File: config.mk
export PLATFORM = sky130hd
export DESIGN_NAME = rse_ctrl
export DESIGN_NICKNAME = d
export VERILOG_FILES = /design/src/hw/rtl/rse_pkg.sv /design/src/hw/rtl/rse_ctrl.sv
export SDC_FILE = /design/constraint.sdc
export NUM_CORES = 1
export LEC_CHECK = 0
export BUFFER_PORTS_ARGS = -buffer_cell sky130_fd_sc_hd__buf_2
export CAP_MARGIN = 20
export CORE_AREA = 2 2 39 41
export CTS_CLUSTER_DIAMETER = 80
export DETAILED_ROUTE_END_ITERATION = 8
export DIE_AREA = 0 0 41 43
export GPL_ROUTABILITY_DRIVEN = 0
export PLACE_DENSITY_LB_ADDON = 0.25
export SYNTH_ARGS = -nofsm -noshare
export SYNTH_HDL_FRONTEND = slang
export SYNTH_SLANG_ARGS = --single-unit
File: constraint.sdc
create_clock -name aclk -period 2.3 [get_ports aclk]
set_clock_uncertainty 0.2 [all_clocks]
set_input_delay 0.46 -clock aclk [delete_from_list [all_inputs] [get_ports aclk]]
set_output_delay 0.46 -clock aclk [all_outputs]
set_load 0.01 [all_outputs]
File: src/hw/rtl/rse_pkg.sv
// rse_pkg: shared constants, codes and controller/datapath interface types
// for the RPN stack evaluator. No dependencies.
package rse_pkg;

    localparam int STACK_DEPTH = 64;
    localparam int FRAC_BITS   = 32;

    localparam int DATA_W   = 64;
    localparam int HALF_W   = DATA_W / 2;
    localparam int ACC_W    = 2 * DATA_W;
    localparam int REQ_W    = 3;
    localparam int STATUS_W = 3;
    localparam int DEPTH_W  = 7;

    localparam int SP_W   = $clog2(STACK_DEPTH + 1);
    localparam int ADDR_W = $clog2(STACK_DEPTH);
    localparam int NUM_W  = DATA_W + FRAC_BITS;
    localparam int CNT_W  = $clog2(NUM_W + 1);

    localparam int S_TDATA_W = DATA_W;
    localparam int M_TDATA_W = ((DATA_W + STATUS_W + DEPTH_W + 7) / 8) * 8;

    // token kinds; the two remaining codes are unrecognized tokens
    localparam logic [REQ_W-1:0] REQ_PUSH   = 3'd0;
    localparam logic [REQ_W-1:0] REQ_ADD    = 3'd1;
    localparam logic [REQ_W-1:0] REQ_SUB    = 3'd2;
    localparam logic [REQ_W-1:0] REQ_MUL    = 3'd3;
    localparam logic [REQ_W-1:0] REQ_DIV    = 3'd4;
    localparam logic [REQ_W-1:0] REQ_FINISH = 3'd5;

    localparam logic [STATUS_W-1:0] ST_OK        = 3'd0;
    localparam logic [STATUS_W-1:0] ST_UNDERFLOW = 3'd1;
    localparam logic [STATUS_W-1:0] ST_DIV_ZERO  = 3'd2;
    localparam logic [STATUS_W-1:0] ST_BAD_TOKEN = 3'd3;
    localparam logic [STATUS_W-1:0] ST_OVERFLOW  = 3'd4;

    localparam logic [DATA_W-1:0] SAT_MAX = {1'b0, {(DATA_W-1){1'b1}}};
    localparam logic [DATA_W-1:0] SAT_MIN = {1'b1, {(DATA_W-1){1'b0}}};

    typedef struct packed {
        logic                load;     // capture accepted item
        logic                push;
        logic                set_err;
        logic [STATUS_W-1:0] err_code;
        logic                start;    // second operand ready, init units
        logic                step;     // advance arithmetic unit
        logic                commit;   // replace two operands by the result
        logic                emit;     // load output register
    } dp_cmd_t;

    typedef struct packed {
        logic [REQ_W-1:0] req;
        logic             err_pending;
        logic             sp_full;
        logic             sp_lt2;
        logic             tos_zero;
        logic             unit_done;
        logic             out_free;
    } dp_stat_t;

endpackage

File: src/hw/rtl/rse_ctrl.sv
// rse_ctrl: one-hot sequencer that decodes a token and drives the datapath.
// Uses rse_pkg.
module rse_ctrl (
    input  logic              aclk,
    input  logic              aresetn,
    input  logic              in_valid,
    output logic              in_ready,
    output rse_pkg::dp_cmd_t  cmd,
    input  rse_pkg::dp_stat_t stat
);
    import rse_pkg::*;

    typedef enum logic [4:0] {
        ST_IDLE   = 5'b00001,
        ST_DECODE = 5'b00010,
        ST_READ   = 5'b00100,
        ST_CALC   = 5'b01000,
        ST_EMIT   = 5'b10000
    } state_t;

    state_t state_reg;
    state_t state_next;

    assign in_ready = (state_reg == ST_IDLE);

    always_comb begin
        state_next = state_reg;
        cmd        = '0;
        unique case (state_reg)
            ST_IDLE: begin
                if (in_valid) begin
                    cmd.load   = 1'b1;
                    state_next = ST_DECODE;
                end
            end
            ST_DECODE: begin
                state_next = ST_EMIT;
                priority if (stat.req == REQ_FINISH) begin
                    // result and clearing done at emit
                end else if (stat.err_pending) begin
                    // ignored while an error is pending
                end else if (stat.req == REQ_PUSH) begin
                    if (stat.sp_full) begin
                        cmd.set_err  = 1'b1;
                        cmd.err_code = ST_OVERFLOW;
                    end else begin
                        cmd.push = 1'b1;
                    end
                end else if ((stat.req == REQ_ADD) || (stat.req == REQ_SUB) ||
                             (stat.req == REQ_MUL) || (stat.req == REQ_DIV)) begin
                    if (stat.sp_lt2) begin
                        cmd.set_err  = 1'b1;
                        cmd.err_code = ST_UNDERFLOW;
                    end else if ((stat.req == REQ_DIV) && stat.tos_zero) begin
                        cmd.set_err  = 1'b1;
                        cmd.err_code = ST_DIV_ZERO;
                    end else begin
                        state_next = ST_READ;
                    end
                end else begin
                    cmd.set_err  = 1'b1;
                    cmd.err_code = ST_BAD_TOKEN;
                end
            end
            ST_READ: begin
                cmd.start  = 1'b1;
                state_next = ST_CALC;
            end
            ST_CALC: begin
                if (stat.unit_done) begin
                    cmd.commit = 1'b1;
                    state_next = ST_EMIT;
                end else begin
                    cmd.step = 1'b1;
                end
            end
            ST_EMIT: begin
                cmd.emit = 1'b1;
                if (stat.out_free) begin
                    state_next = ST_IDLE;
                end
            end
            default: begin
                state_next = ST_IDLE;
            end
        endcase
    end

    always_ff @(posedge aclk) begin
        if (!aresetn) begin
            state_reg <= ST_IDLE;
        end else begin
            state_reg <= state_next;
        end
    end

endmodule

==> summary.md <==
| Metric | Value |
|---|---|
| Commonest non-fill, non-tap cell in the layout | `buf_2` |
| CTS max path bufs | `2` |
| Final Net Count | `93` |
| H-tree Lvls | `1` |
| Worst skew pair latency | `0.25 ns` |
| Core box area | `1380 µm²` |
| Top cell type's share of synthesized area | `25.3%` |
| PD cells | `416 nW/µm²` |
| Largest net degree at the start of global routing | `8` |
| Vias in the first global route | `428` |
| Slew @ Worst Pin | `0.286 ns` |
| Routed WL | `1060 µm` |
| Total track usage | `13.5%` |
| Crit end category | `output pin` |
| CTS Buf Count | `3` |
| Setup crit start kind | `register` |
| Synth-to-layout area growth | `51.6%` |
| Max IR drop VDD | `113 µV` |
| Initial Util | `28.6%` |
| Max reg flops | `5` |
| Die W | `41 µm` |
| Relative slew margins | `80.8%` |
| Antenna cells | `0` |
| Reg2reg end | `state_reg[0]` |
| Static leakage | `0.292 nW` |
| Row cnt | `14` |
| Synth warnings | `0` |
| Yosys reg bits | `5` |
| 1st-iter DRT viols | `6` |
| Fin area | `599 µm²` |
| Hold EP | `state_reg[0]` |
| Die Y | `43 µm` |
| RSZ-0062 raised after global routing | `true` |
| Largest area contributor in the netlist | `dfxtp_1` |
| Hold-fix buffers, CTS | `0` |
| Root Driver | `clkbuf_4` |
| WHS Path Cells | `2` |
| Max Freq | `443 MHz` |
| Max_cap viols | `0` |
| Fin crit share | `98.1%` |
| Post-Syn Area per Cell | `7.60 µm²` |
| CP max FO | `4` |
| Syn Nets | `64` |
| Clock tree sinks | `5` |
| Ports | `23` |
| Sequential area share after synthesis | `25.3%` |
| Drt pass-1 iters | `4` |
| Status | `finished clean` |
| Total gr overflow | `0` |
| Most frequent cells in the layout | `buf_2, nor2_1, inv_1, nor3_2, dfxtp_1` |
| Synthesized instance count | `52` |
| HP Class | `in -> reg` |
| Worst setup path class | `reg -> out` |
| Final min period | `2.26 ns` |
| Total die area | `1760 µm²` |
| Required time worst endpoint | `1.64 ns` |
| WL per Instance | `11.0 µm` |
| Ranking of synthesized cells by area | `dfxtp_1, nor3_1, nor2b_1` |
| DP HPWL | `821 µm` |
| Port Buffer Count | `22` |
| Mapped Area | `395 µm²` |
| R2R Setup Slk | `0.70 ns` |
| CTS tree | `yes` |
| Utilization after layout | `43.3%` |
| Hold_sp | `aresetn` |
| Slew Limit Fails | `0` |
| Vias per std cell | `5.09` |
| RR Startpoint | `state_reg[1]` |
| DRC viols | `0` |
| Initial antenna violation count | `0` |
| Final Hold Fails | `0` |
| R2R depth | `3` |
| Antenna viol nets, final | `0` |
| WP data arrival | `1.60 ns` |
| DP Area | `533 µm²` |
| Setup-failing EPs final | `0` |
| Vias | `489` |
| Share of cells above drive strength 1 | `51.2%` |
| Yosys cell types | `27` |
| Clock-pin slew on the worst setup and hold paths | `0.05 ns` |
| First-pass GRT wire length | `1630 µm` |
worst max path at each step:
stage / end / startpoint / slack, ns / depth (start not counted)
floorplan: cmd[6] / state_reg[3] / 0.34 / 4
global placement: cmd[7] / stat[7] / 0.15 / 5
detailed placement: cmd[7] / stat[7] / 0.12 / 5
CTS: cmd[8] / state_reg[4] / 0.02 / 5
global route: cmd[4] / state_reg[3] / -0.06 / 5
finish: cmd[4] / state_reg[3] / 0.04 / 5
report_power, final:
| part | total, W | leakage [nW] | internal [W] | switching, W |
|---|---|---|---|---|
| Sequential | 0.0000943 | 0.0412 | 0.0000898 | 0.00000445 |
| Combinational | 0.0000492 | 0.236 | 0.0000229 | 0.0000263 |
| Clock | 0.000106 | 0.0150 | 0.0000658 | 0.0000398 |
| Total | 0.000249 | 0.292 | 0.000179 | 0.0000706 |
Yosys cell counts:
cell	count
and3_2	1
nor2_1	4
or4b_1	1
a21oi_1	2
inv_1	4
o311a_2	1
o21ai_0	3
and4_2	1
a211oi_1	2
and2_1	2
nand3_1	1
xor2_1	1
a21oi_2	1
nor2b_1	3
a311oi_1	1
a311o_1	1
or2b_2	1
nand2_1	2
o21bai_1	1
dfxtp_1	5
o21a_1	1
and3_1	1
nor3_1	7
nor4bb_1	1
o31a_1	1
nor3b_1	1
or3_2	2
what timing repair did:
item / in CTS / in global routing
pin swaps: 2 / 2
resized for setup: 1 / 6
buffers inserted: 1 / 0
setup endpoints to repair: 5 / 5
critical path, cell delays in order (launching register included):
cell	delay [ns]
dfxtp_1	0.33
nor3_2	0.23
nand3_2	0.13
a311o_1	0.37
a21oi_1	0.15
buf_2	0.15
routing by layer:
metal / vias to the layer above / GRT usage [%] / share of wire [%]
met2: 23 / 21.3 / 49
met3: 3 / 3.14 / 7.8
met1: 210 / 15.6 / 41
li1: 253 / - / -
met5: - / 0 / 0
met4: 0 / 8.00 / 2.2
per-stage QoR:
stage / hold slack [ns] / TNS, ns / instances / power, W / setup slack [ns]
2_1_floorplan: 0.336 / 0 / 52 / 0.000119 / 0.342
3_3_place_gp: 0.401 / 0 / 91 / 0.000141 / 0.152
3_5_place_dp: 0.400 / 0 / 91 / 0.000142 / 0.119
4_1_cts: 0.238 / 0 / 96 / 0.000251 / 0.0246
5_1_grt: 0.241 / -0.142 / 96 / 0.000265 / -0.0647
6_report: 0.243 / 0 / 96 / 0.000249 / 0.0428
cells by family (layout without fill, tap and decap cells):
family | count (synthesis) | after routing | share of synthesized area [%]
compound gates | 14 | 14 | 25.9
simple gates | 28 | 28 | 42.7
flops | 5 | 5 | 25.3
buf+inv | 4 | 32 | 3.80
xor+xnor | 1 | 1 | 2.22
layout make-up:
class / instances / area [µm²]
Clock buffer: 4 / 26.3
Timing Repair Buffer: 24 / 125
Sequential cell: 5 / 101
Inverter: 4 / 15.0
Tap cell: 16 / 20.0
Fill cell: 148 / 785
Multi-Input combinational cell: 43 / 312
Note: power is estimated with default switching activity, not from simulation.
